==> config.mk <==
export PLATFORM = sky130hd
export DESIGN_NAME = ramp_soak_profile_sequencer
export DESIGN_NICKNAME = d
export VERILOG_FILES = /design/src/rtl/rss_pkg.sv /design/src/rtl/ramp_soak_profile_sequencer.sv /design/src/rtl/rss_step_table.sv /design/src/rtl/rss_setpoint_pipe.sv
export VERILOG_INCLUDE_DIRS = /design/src /design/src/rtl
export SDC_FILE = /design/constraint.sdc
export NUM_CORES = 2
export LEC_CHECK = 0
export ABC_AREA = 1
export BUFFER_PORTS_ARGS = -buffer_cell sky130_fd_sc_hd__buf_2
export CAP_MARGIN = 20
export CORE_AREA = 2 2 358 360
export DETAILED_ROUTE_END_ITERATION = 6
export DIE_AREA = 0 0 360 362
export PLACE_DENSITY = 0.8
export SYNTH_ARGS = -nofsm -noshare
export SYNTH_HDL_FRONTEND = slang
export SYNTH_SLANG_ARGS = --single-unit
==> constraint.sdc <==
create_clock -name clk -period 9.9 [get_ports clk]
set_input_delay 1.98 -clock clk [delete_from_list [all_inputs] [get_ports clk]]
set_output_delay 1.98 -clock clk [all_outputs]
set_load 0.1 [all_outputs]
==> src/rtl/assert_macros.svh <==
// Assertion macros shared by the RTL of the ramp/soak sequencer.
// No dependencies; include by bare file name inside a module body.
`ifndef ASSERT_MACROS_SVH
`define ASSERT_MACROS_SVH

// Check a property on every rising edge, quiet while reset is high.
`define RSS_ASSERT(name, clock, reset, prop, msg) \
  name: assert property (@(posedge clock) disable iff (reset) (prop)) else $error(msg);

// Check a property on every rising edge, reset included.
`define RSS_ASSERT_ALWAYS(name, clock, prop, msg) \
  name: assert property (@(posedge clock) (prop)) else $error(msg);

`endif

==> src/rtl/rss_pkg.sv <==
// Types and constants for the ramp/soak profile sequencer.
// No dependencies; used by every module of the block.
package rss_pkg;

  localparam int unsigned MAX_STEPS_DEF = 8;

  // Time base and setpoint arithmetic
  localparam logic [31:0] MS_PER_MIN     = 32'd60000;
  // Quotients at or above 2^16 always clamp, so the product saturates there.
  localparam logic [47:0] SAT_LIMIT      = 48'(65536) * 48'(MS_PER_MIN);
  // floor(x / 1875) = (x * RECIP_M) >> RECIP_SHIFT for any 27-bit x
  localparam logic [27:0] RECIP_M        = 28'd146601551;
  localparam int unsigned RECIP_SHIFT    = 38;
  localparam int unsigned QUOT_W         = 17;
  localparam logic [QUOT_W-1:0] QUOT_SAT = 17'h10000;

  // Register reset values
  localparam logic [3:0]  STEPS_TOTAL_RST = 4'd1;
  localparam logic [15:0] INTERVAL_RST    = 16'd1000;

  // Stream field layout
  localparam int unsigned S_TDATA_W = 96;
  localparam int unsigned M_TDATA_W = 24;

  typedef enum logic [1:0] {
    ACT_TICK  = 2'd0,
    ACT_START = 2'd1,
    ACT_LOAD  = 2'd2
  } action_t;

  typedef enum logic {
    REG_STEPS_TOTAL = 1'b0,
    REG_INTERVAL    = 1'b1
  } reg_index_t;

  typedef enum logic [1:0] {
    SP_NONE   = 2'd0,
    SP_TARGET = 2'd1,
    SP_RAMP   = 2'd2
  } sp_kind_t;

  // One step of the program as held in the step table
  typedef struct packed {
    logic [11:0] target;      // whole degrees
    logic [15:0] rate;        // 1/16 degree per minute
    logic [31:0] soak_limit;  // (soak minutes + 1) * 60000 ms
  } step_entry_t;

  // Request handed from the sequencer to the setpoint pipeline
  typedef struct packed {
    sp_kind_t    kind;
    logic [31:0] elapsed;
    logic [15:0] rate;
    logic [15:0] base;
    logic [15:0] target16;
    logic        done_event;
    logic        program_done;
    logic [2:0]  step_now;
    logic        phase_now;
  } sp_req_t;

endpackage

==> src/rtl/ramp_soak_profile_sequencer.sv <==
// A request passes four register stages before its result is offered. The block
// takes one request per cycle while the setpoint pipeline can advance, which it
// does whenever the result register is free.
// Reset (rst, synchronous): program idle and finished, step 0 in ramp,
// timestamps cleared, registers to defaults; the step table keeps its contents.
// Depends on rss_pkg, rss_step_table, rss_setpoint_pipe and assert_macros.svh.
module ramp_soak_profile_sequencer #(
  parameter int unsigned MAX_STEPS = rss_pkg::MAX_STEPS_DEF
) (
  input  logic                            clk,
  input  logic                            rst,
  // Request stream
  input  logic                            s_tvalid,
  output logic                            s_tready,
  // [31:0] now_ms, [47:32] curr_temp, [50:48] load_index,
  // [62:51] load_target, [78:63] load_rate, [94:79] load_soak_min, [95] zero
  input  logic [rss_pkg::S_TDATA_W-1:0]   s_tdata,
  // [1:0] action
  input  logic [1:0]                      s_tuser,
  // Result stream
  output logic                            m_tvalid,
  input  logic                            m_tready,
  // [15:0] setpoint, [16] done_event, [17] program_done, [20:18] step_now,
  // [21] phase_now, [23:22] zero
  output logic [rss_pkg::M_TDATA_W-1:0]   m_tdata,
  // [0] setpoint_valid
  output logic                            m_tuser,
  // Configuration writes
  input  logic                            cfg_wr_en,
  input  logic                            cfg_index,
  input  logic [15:0]                     cfg_data
);
  import rss_pkg::*;
  `include "assert_macros.svh"

  localparam int unsigned IDX_W = (MAX_STEPS > 1) ? $clog2(MAX_STEPS) : 1;

  // Request fields
  action_t     action;
  logic [31:0] now_ms;
  logic [15:0] curr_temp;
  logic [2:0]  load_index;
  logic [11:0] load_target;
  logic [15:0] load_rate;
  logic [15:0] load_soak_min;

  assign action        = action_t'(s_tuser);
  assign now_ms        = s_tdata[31:0];
  assign curr_temp     = s_tdata[47:32];
  assign load_index    = s_tdata[50:48];
  assign load_target   = s_tdata[62:51];
  assign load_rate     = s_tdata[78:63];
  assign load_soak_min = s_tdata[94:79];

  // Configuration registers
  logic [3:0]  steps_total;
  logic [15:0] interval_ms;

  // Sequencer state
  logic [IDX_W-1:0] step_index, step_index_next;
  logic             in_soak, in_soak_next;
  logic             finished, finished_next;
  logic [31:0]      step_start_ms, step_start_ms_next;
  logic [15:0]      step_start_temp, step_start_temp_next;
  logic [31:0]      last_update_ms, last_update_ms_next;

  // Step table
  logic        tbl_we;
  step_entry_t tbl_wdata;
  step_entry_t cur_step;
  logic [16:0] soak_plus;

  // Per-request decisions
  logic        accept;
  logic        req_ready;
  sp_req_t     req;
  logic [31:0] since_start;
  logic [31:0] since_update;
  logic        soak_over;
  logic        interval_over;
  logic        at_target;
  logic        more_steps;

  assign accept   = s_tvalid && s_tready;
  assign s_tready = req_ready;

  always_ff @(posedge clk) begin
    if (rst) begin
      steps_total <= STEPS_TOTAL_RST;
      interval_ms <= INTERVAL_RST;
    end else if (cfg_wr_en) begin
      unique case (reg_index_t'(cfg_index))
        REG_STEPS_TOTAL: steps_total <= cfg_data[3:0];
        REG_INTERVAL:    interval_ms <= cfg_data;
        default:         ;
      endcase
    end
  end

  // Hold the soak time as an end-of-soak threshold in ms, so a tick only
  // compares: minutes elapsed exceed soak exactly when ms >= (soak+1)*60000.
  assign soak_plus = {1'b0, load_soak_min} + 17'd1;

  always_comb begin
    tbl_wdata.target     = load_target;
    tbl_wdata.rate       = load_rate;
    tbl_wdata.soak_limit = 32'(soak_plus) * MS_PER_MIN;
  end

  // The table is read at the next step index, so cur_step always mirrors
  // the entry of the step in force.
  rss_step_table #(
    .MAX_STEPS (MAX_STEPS),
    .IDX_W     (IDX_W)
  ) u_table (
    .clk     (clk),
    .wr_en   (tbl_we),
    .wr_addr (IDX_W'(load_index)),
    .wr_data (tbl_wdata),
    .rd_addr (step_index_next),
    .rd_data (cur_step)
  );

  assign since_start   = now_ms - step_start_ms;
  assign since_update  = now_ms - last_update_ms;
  assign soak_over     = (since_start >= cur_step.soak_limit);
  assign interval_over = (since_update > {16'd0, interval_ms});
  assign at_target     = (curr_temp[15:4] >= cur_step.target);
  // A step count of zero behaves as one; counts beyond the table are capped.
  assign more_steps    = ((32'(step_index) + 32'd1) < 32'(steps_total)) &&
                         ((32'(step_index) + 32'd1) < MAX_STEPS);

  always_comb begin
    step_index_next      = step_index;
    in_soak_next         = in_soak;
    finished_next        = finished;
    step_start_ms_next   = step_start_ms;
    step_start_temp_next = step_start_temp;
    last_update_ms_next  = last_update_ms;
    tbl_we               = 1'b0;

    req.kind       = SP_NONE;
    req.elapsed    = since_start;
    req.rate       = cur_step.rate;
    req.base       = step_start_temp;
    req.target16   = {cur_step.target, 4'd0};
    req.done_event = 1'b0;

    if (accept) begin
      unique case (action)
        ACT_LOAD: begin
          // Drop loads that fall outside the table.
          tbl_we = (32'(load_index) < MAX_STEPS);
        end
        ACT_START: begin
          step_index_next      = '0;
          finished_next        = 1'b0;
          in_soak_next         = 1'b0;
          step_start_temp_next = curr_temp;
          step_start_ms_next   = now_ms;
          last_update_ms_next  = now_ms;
        end
        ACT_TICK: begin
          if (!finished) begin
            if (in_soak) begin
              if (soak_over) begin
                if (more_steps) begin
                  // Advance to the next step and ramp from where we stand.
                  step_index_next      = step_index + IDX_W'(1);
                  in_soak_next         = 1'b0;
                  step_start_temp_next = curr_temp;
                  step_start_ms_next   = now_ms;
                  last_update_ms_next  = now_ms;
                end else begin
                  finished_next  = 1'b1;
                  req.done_event = 1'b1;
                end
              end
            end else if (interval_over) begin
              if (at_target) begin
                // Target reached: enter soak and issue the target itself.
                in_soak_next       = 1'b1;
                step_start_ms_next = now_ms;
                req.kind           = SP_TARGET;
              end else begin
                req.kind            = SP_RAMP;
                last_update_ms_next = now_ms;
              end
            end
          end
        end
        default: ;
      endcase
    end

    req.program_done = finished_next;
    req.step_now     = 3'(step_index_next);
    req.phase_now    = in_soak_next;
  end

  always_ff @(posedge clk) begin
    if (rst) begin
      step_index      <= '0;
      in_soak         <= 1'b0;
      finished        <= 1'b1;
      step_start_ms   <= '0;
      step_start_temp <= '0;
      last_update_ms  <= '0;
    end else begin
      step_index      <= step_index_next;
      in_soak         <= in_soak_next;
      finished        <= finished_next;
      step_start_ms   <= step_start_ms_next;
      step_start_temp <= step_start_temp_next;
      last_update_ms  <= last_update_ms_next;
    end
  end

  // Setpoint arithmetic runs behind the state update; results stay in order.
  rss_setpoint_pipe u_pipe (
    .clk       (clk),
    .rst       (rst),
    .req_valid (accept),
    .req_ready (req_ready),
    .req       (req),
    .m_tvalid  (m_tvalid),
    .m_tready  (m_tready),
    .m_tdata   (m_tdata),
    .m_tuser   (m_tuser)
  );

  `RSS_ASSERT(a_sp_zero, clk, rst, m_tvalid && !m_tuser |-> m_tdata[15:0] == '0, "stray setpoint")
  `RSS_ASSERT(a_sp_running, clk, rst, m_tvalid && m_tuser |-> !m_tdata[17], "setpoint when idle")
  `RSS_ASSERT(a_done_flag, clk, rst, m_tvalid && m_tdata[16] |-> m_tdata[17], "done, not finished")
  `RSS_ASSERT(a_stall_cause, clk, rst, !s_tready |-> m_tvalid && !m_tready, "request stalled")

endmodule

==> src/rtl/rss_step_table.sv <==
// Step table of the ramp/soak sequencer: one write port, one registered read.
// Depends on rss_pkg.
module rss_step_table #(
  parameter int unsigned MAX_STEPS = rss_pkg::MAX_STEPS_DEF,
  parameter int unsigned IDX_W     = (MAX_STEPS > 1) ? $clog2(MAX_STEPS) : 1
) (
  input  logic                 clk,
  input  logic                 wr_en,
  input  logic [IDX_W-1:0]     wr_addr,
  input  rss_pkg::step_entry_t wr_data,
  input  logic [IDX_W-1:0]     rd_addr,
  output rss_pkg::step_entry_t rd_data
);
  import rss_pkg::*;

  step_entry_t mem [MAX_STEPS];

  always_ff @(posedge clk) begin
    if (wr_en) begin
      mem[wr_addr] <= wr_data;
    end
  end

  // Pass a write straight through when it hits the entry being read.
  always_ff @(posedge clk) begin
    if (wr_en && (wr_addr == rd_addr)) begin
      rd_data <= wr_data;
    end else begin
      rd_data <= mem[rd_addr];
    end
  end

endmodule

==> src/rtl/rss_setpoint_pipe.sv <==
// Four-stage setpoint pipeline: request capture, ramp product, divide by 60000, clamp and result.
// Depends on rss_pkg.
module rss_setpoint_pipe (
  input  logic                 clk,
  input  logic                 rst,
  input  logic                 req_valid,
  output logic                 req_ready,
  input  rss_pkg::sp_req_t     req,
  output logic                 m_tvalid,
  input  logic                 m_tready,
  output logic [rss_pkg::M_TDATA_W-1:0] m_tdata,
  output logic                 m_tuser
);
  import rss_pkg::*;

  logic        va, vb, vc;
  logic        adv_a, adv_b, adv_c, adv_d;
  sp_req_t     ra, rb, rc;
  logic [47:0] prod_b;
  logic        sat_c;
  logic [54:0] recip_c;

  logic [QUOT_W-1:0] quot;
  logic [17:0]       ramp_sum;
  logic [15:0]       sp_value;
  logic              sp_valid;

  assign adv_d     = !m_tvalid || m_tready;
  assign adv_c     = !vc || adv_d;
  assign adv_b     = !vb || adv_c;
  assign adv_a     = !va || adv_b;
  assign req_ready = adv_a;

  always_ff @(posedge clk) begin
    if (rst) begin
      va       <= 1'b0;
      vb       <= 1'b0;
      vc       <= 1'b0;
      m_tvalid <= 1'b0;
    end else begin
      if (adv_a) va       <= req_valid;
      if (adv_b) vb       <= va;
      if (adv_c) vc       <= vb;
      if (adv_d) m_tvalid <= vc;
    end
  end

  always_ff @(posedge clk) begin
    if (adv_a) begin
      ra <= req;
    end
    if (adv_b) begin
      rb     <= ra;
      prod_b <= 48'(ra.elapsed) * 48'(ra.rate);
    end
    if (adv_c) begin
      rc      <= rb;
      sat_c   <= (prod_b >= SAT_LIMIT);
      recip_c <= 55'(prod_b[31:5]) * 55'(RECIP_M);
    end
  end

  always_comb begin
    quot     = sat_c ? QUOT_SAT : recip_c[RECIP_SHIFT +: QUOT_W];
    ramp_sum = 18'(rc.base) + 18'(quot);
    sp_valid = 1'b0;
    sp_value = 16'd0;
    case (rc.kind)
      SP_TARGET: begin
        sp_valid = 1'b1;
        sp_value = rc.target16;
      end
      SP_RAMP: begin
        sp_valid = 1'b1;
        sp_value = (ramp_sum > 18'(rc.target16)) ? rc.target16 : ramp_sum[15:0];
      end
      default: begin
        sp_valid = 1'b0;
        sp_value = 16'd0;
      end
    endcase
  end

  always_ff @(posedge clk) begin
    if (adv_d) begin
      m_tuser <= sp_valid;
      m_tdata <= {2'b00, rc.phase_now, rc.step_now, rc.program_done,
                  rc.done_event, sp_value};
    end
  end

endmodule

==> reports/results.tsv <==
metric	value	unit
run status	complete, but fails checks	
failing checks	design-rule violations	
Synth Warn #	0	
Routed WL per cell	18.9	um
RSZ-0062 raised after global routing	no	
clock latency on the worst-skew pair	0.70	ns
placed cell count	9029	
Non-Filler Instances	9194	
sequential share of the synthesized area	33.0	%
Post-synth top flop	edfxtp_1	
Final Slew Violations	0	
Congestion Overflow GR	0	
Hold-fix buffers, CTS	0	
Synth Area in Simple Gates	12.6	%
setup TNS	0	ns
Synth Area in XOR/XNOR	2.00	%
adder-cell share of the synthesized area	33.8	%
layout cell share with drive strength beyond 1	5.00	%
WHS	0.399	ns
Site Rows	131	
syn_area_per_cell	9.30	um^2
IO Pins	147	
DRC	3	
final hold viol count	0	
mux cell area share after synthesis	0	%
Worst Tran Pin Value	1.08	ns
crit path kind	primary input to flip-flop	
final WL	174	mm
CP required	10.28	ns
CTS resizes	0	
Netlist cell types	56	
DRT Pass-1 Iters	7	
ys async rst share	0	%
Initial Utilization	54.5	%
Die Y	362	um
GRT Total Usage	26.9	%
Post-Syn Area	69000	um^2
Area Growth Syn to Fin	7.23	%
Compound-Gate Fraction of Synth Area	7.93	%
PnR worst setup slack	2.13	ns
CP endpoint kind	flip-flop	
global-route wire length before repair	276	mm
Max Root-Sink Buffers	3	
Buffers on Ports	143	
worst-path maximum fanout	8	
CP Launch Type	primary input	
pin count of the biggest net entering global routing	174	
DIE AREA	130000	um^2
# H-tree levels	3	
register bit total from synthesis	797	
Vias	50600	
maximum clock rate	129	MHz
Synth area leader	edfxtp_1	
Hold Crit Class	flip-flop to flip-flop	
TritonCTS Buffers	81	
GPL Wtd Cong	0.975	
pre-CTS setup slack	1.50	ns
drt via density	5.51	
Routed Antenna Nets	0	
Min Clock Period, post-route	7.77	ns
Area contributors post-synth	edfxtp_1 30%, fa_1 23%, ha_1 11%	
post-layout net count	8972	
area share of the largest cell type after synthesis	29.8	%
fin crit share	78.5	%
FF+latch area	22800	um^2
setup bufs post-CTS	0	
Arrival @ worst endpoint	8.16	ns
CORE AREA	127000	um^2
clk_skew	0.0345	ns
clock-pin slew on the worst setup and hold paths	0.06	ns
CTS tree	built	
Cells after Synth	7426	
main combinational cell family by area after synthesis	adder cells	
Initial DRC Count	4570	
max-cap violations	0	
root buffer cell	clkbuf_16	
Fillers	10500	
Horiz. Die Dim	360	um
Max-slew headroom	28.2	%
Setup-failing EPs final	0	
initial antenna violation count	15	
vias in the first global route	51800	
Multi-input gate area	39000	um^2
clk sinks	797	
Detail Placement HPWL	131	mm
Post-synth EDFFs	685	
-- layout make-up --
class / count / area share (%)
Tap cell: 1662 / 2.81
Clock inverter: 41 / 0.703
Timing Repair Buffer: 191 / 1.50
Clock buffer: 108 / 2.97
Sequential cell: 797 / 30.8
Antenna cell: 14 / 0.0473
Multi-Input combinational cell: 4708 / 52.6
Inverter: 1673 / 8.49
-- worst max-delay path, cell delays in order --
cell      delay (ns)
buf_2           0.12
ha_1            0.19
nand3_1         0.14
nor2_1          0.21
xor2_1          0.54
inv_1           0.25
fa_1            0.56
inv_1           0.06
fa_1            0.56
fa_1            0.46
fa_1            0.57
fa_1            0.43
ha_1            0.36
nand2_1         0.12
nor4_1          0.28
a21oi_1         0.19
o21bai_1        0.23
nand2_1         0.07
nand2_1         0.10
a21oi_1         0.08
nor2_1          0.11
nor2_1          0.06
xnor2_1         0.48
-- sequential cells by signal, summed over array words and instances, names as in the netlist, 3 cells and up, named ones only --
register and cells:
step_start_temp 16, interval_ms 16, steps_total 4, u_pipe.recip_c 17, u_pipe.rb 36, u_pipe.rc 36
u_table.mem 440, last_update_ms 32, u_pipe.ra 84, u_pipe.prod_b 48, u_pipe.m_tdata 22, step_index 3
step_start_ms 32
-- cells in the final DEF, fill, tap and decap left out, types with 7 or more instances in the layout --
| master | netlist | final |
|---|---|---|
| nand3_1 | 128 | 128 |
| o22ai_1 | 66 | 66 |
| buf_2 | 5 | 143 |
| o211ai_1 | 25 | 25 |
| nor2_4 | 0 | 8 |
| edfxtp_1 | 685 | 685 |
| o221ai_1 | 31 | 31 |
| a21o_1 | 14 | 14 |
| nand2_1 | 1286 | 1286 |
| a21oi_1 | 342 | 342 |
| dfxtp_1 | 112 | 109 |
| bufinv_16 | 0 | 7 |
| clkbuf_1 | 212 | 21 |
| inv_2 | 16 | 18 |
| fa_1 | 776 | 776 |
| nor3_1 | 34 | 34 |
| ha_1 | 624 | 624 |
| xnor2_1 | 58 | 58 |
| diode_2 | 0 | 14 |
| nand4_1 | 62 | 62 |
| clkbuf_16 | 0 | 82 |
| buf_4 | 7 | 45 |
| inv_1 | 1653 | 1648 |
| a31oi_1 | 64 | 64 |
| nor2_1 | 584 | 576 |
| clkinv_1 | 4 | 7 |
| o21ai_0 | 380 | 380 |
| o21a_1 | 14 | 14 |
| nand3b_1 | 7 | 7 |
| or2_2 | 13 | 13 |
| nor4_1 | 24 | 24 |
| o21bai_1 | 18 | 18 |
| xor2_1 | 100 | 100 |
| clkinv_2 | 0 | 13 |
-- final timing paths --
kind	startpoint	to	slack, ns	cells past startpoint
worst max register to register	u_pipe.prod_b[14]	u_pipe.recip_c[54]	2.54	23
worst min-delay path	u_pipe.ra[11]	u_pipe.rb[11]	0.40	0
worst max-delay path	s_tdata[79]	u_table.mem[1][25]	2.13	23
worst min register to register	u_pipe.ra[11]	u_pipe.rb[11]	0.40	0
-- routing by layer --
layer | up-vias | global-route usage (%) | share of wire [%] | routed length, um
li1 | 23500 | - | - | -
met3 | 402 | 4.39 | 8.2 | 14200
met4 | 6 | 11.6 | 4.1 | 7210
met5 | - | 0 | 0.024 | 42
met1 | 24600 | 34.3 | 39 | 67800
met2 | 2105 | 45.4 | 49 | 84700
-- Yosys cell counts (2+ instances only) --
cell       number
inv_1        1653
nand2_1      1286
fa_1          776
edfxtp_1      685
ha_1          624
nor2_1        584
o21ai_0       380
a21oi_1       342
clkbuf_1      212
nand3_1       128
dfxtp_1       112
xor2_1        100
o22ai_1        66
a31oi_1        64
nand4_1        62
xnor2_1        58
nor3_1         34
o221ai_1       31
o211ai_1       25
nor4_1         24
o21bai_1       18
buf_1          16
inv_2          16
a21o_1         14
o21a_1         14
or2_2          13
buf_6           9
and2_1          7
buf_4           7
nand3b_1        7
a21boi_0        5
and3_1          5
buf_2           5
a211oi_1        4
clkinv_1        4
nor2_2          4
o31ai_1         4
nor3b_1         3
o2111ai_1       3
o21ai_1         3
nand2_2         2
o221a_2         2
or2_1           2
-- metrics by stage --
| stage | instance area [um^2] | utilization [%] |
|---|---|---|
| floorplan | 69000 | - |
| global placement | 71200 | 56.2 |
| detailed placement | 71200 | 56.2 |
| CTS | 73900 | 58.4 |
| global route | 74000 | 58.4 |
| finish | 74000 | 58.4 |
-- kinds of logic after synthesis --
group | Yosys count
flip-flops | 797
AO/OA/AOI/OAI | 983
buffers and inverters | 1922
other | 1
AND/OR/NAND/NOR | 2165
adder cells (fa/ha/maj) | 1400
XOR/XNOR | 158
Power is left out: the tool's default activity adds up to more than one toggle a clock period on the data nets, which glitch-free logic cannot reach.
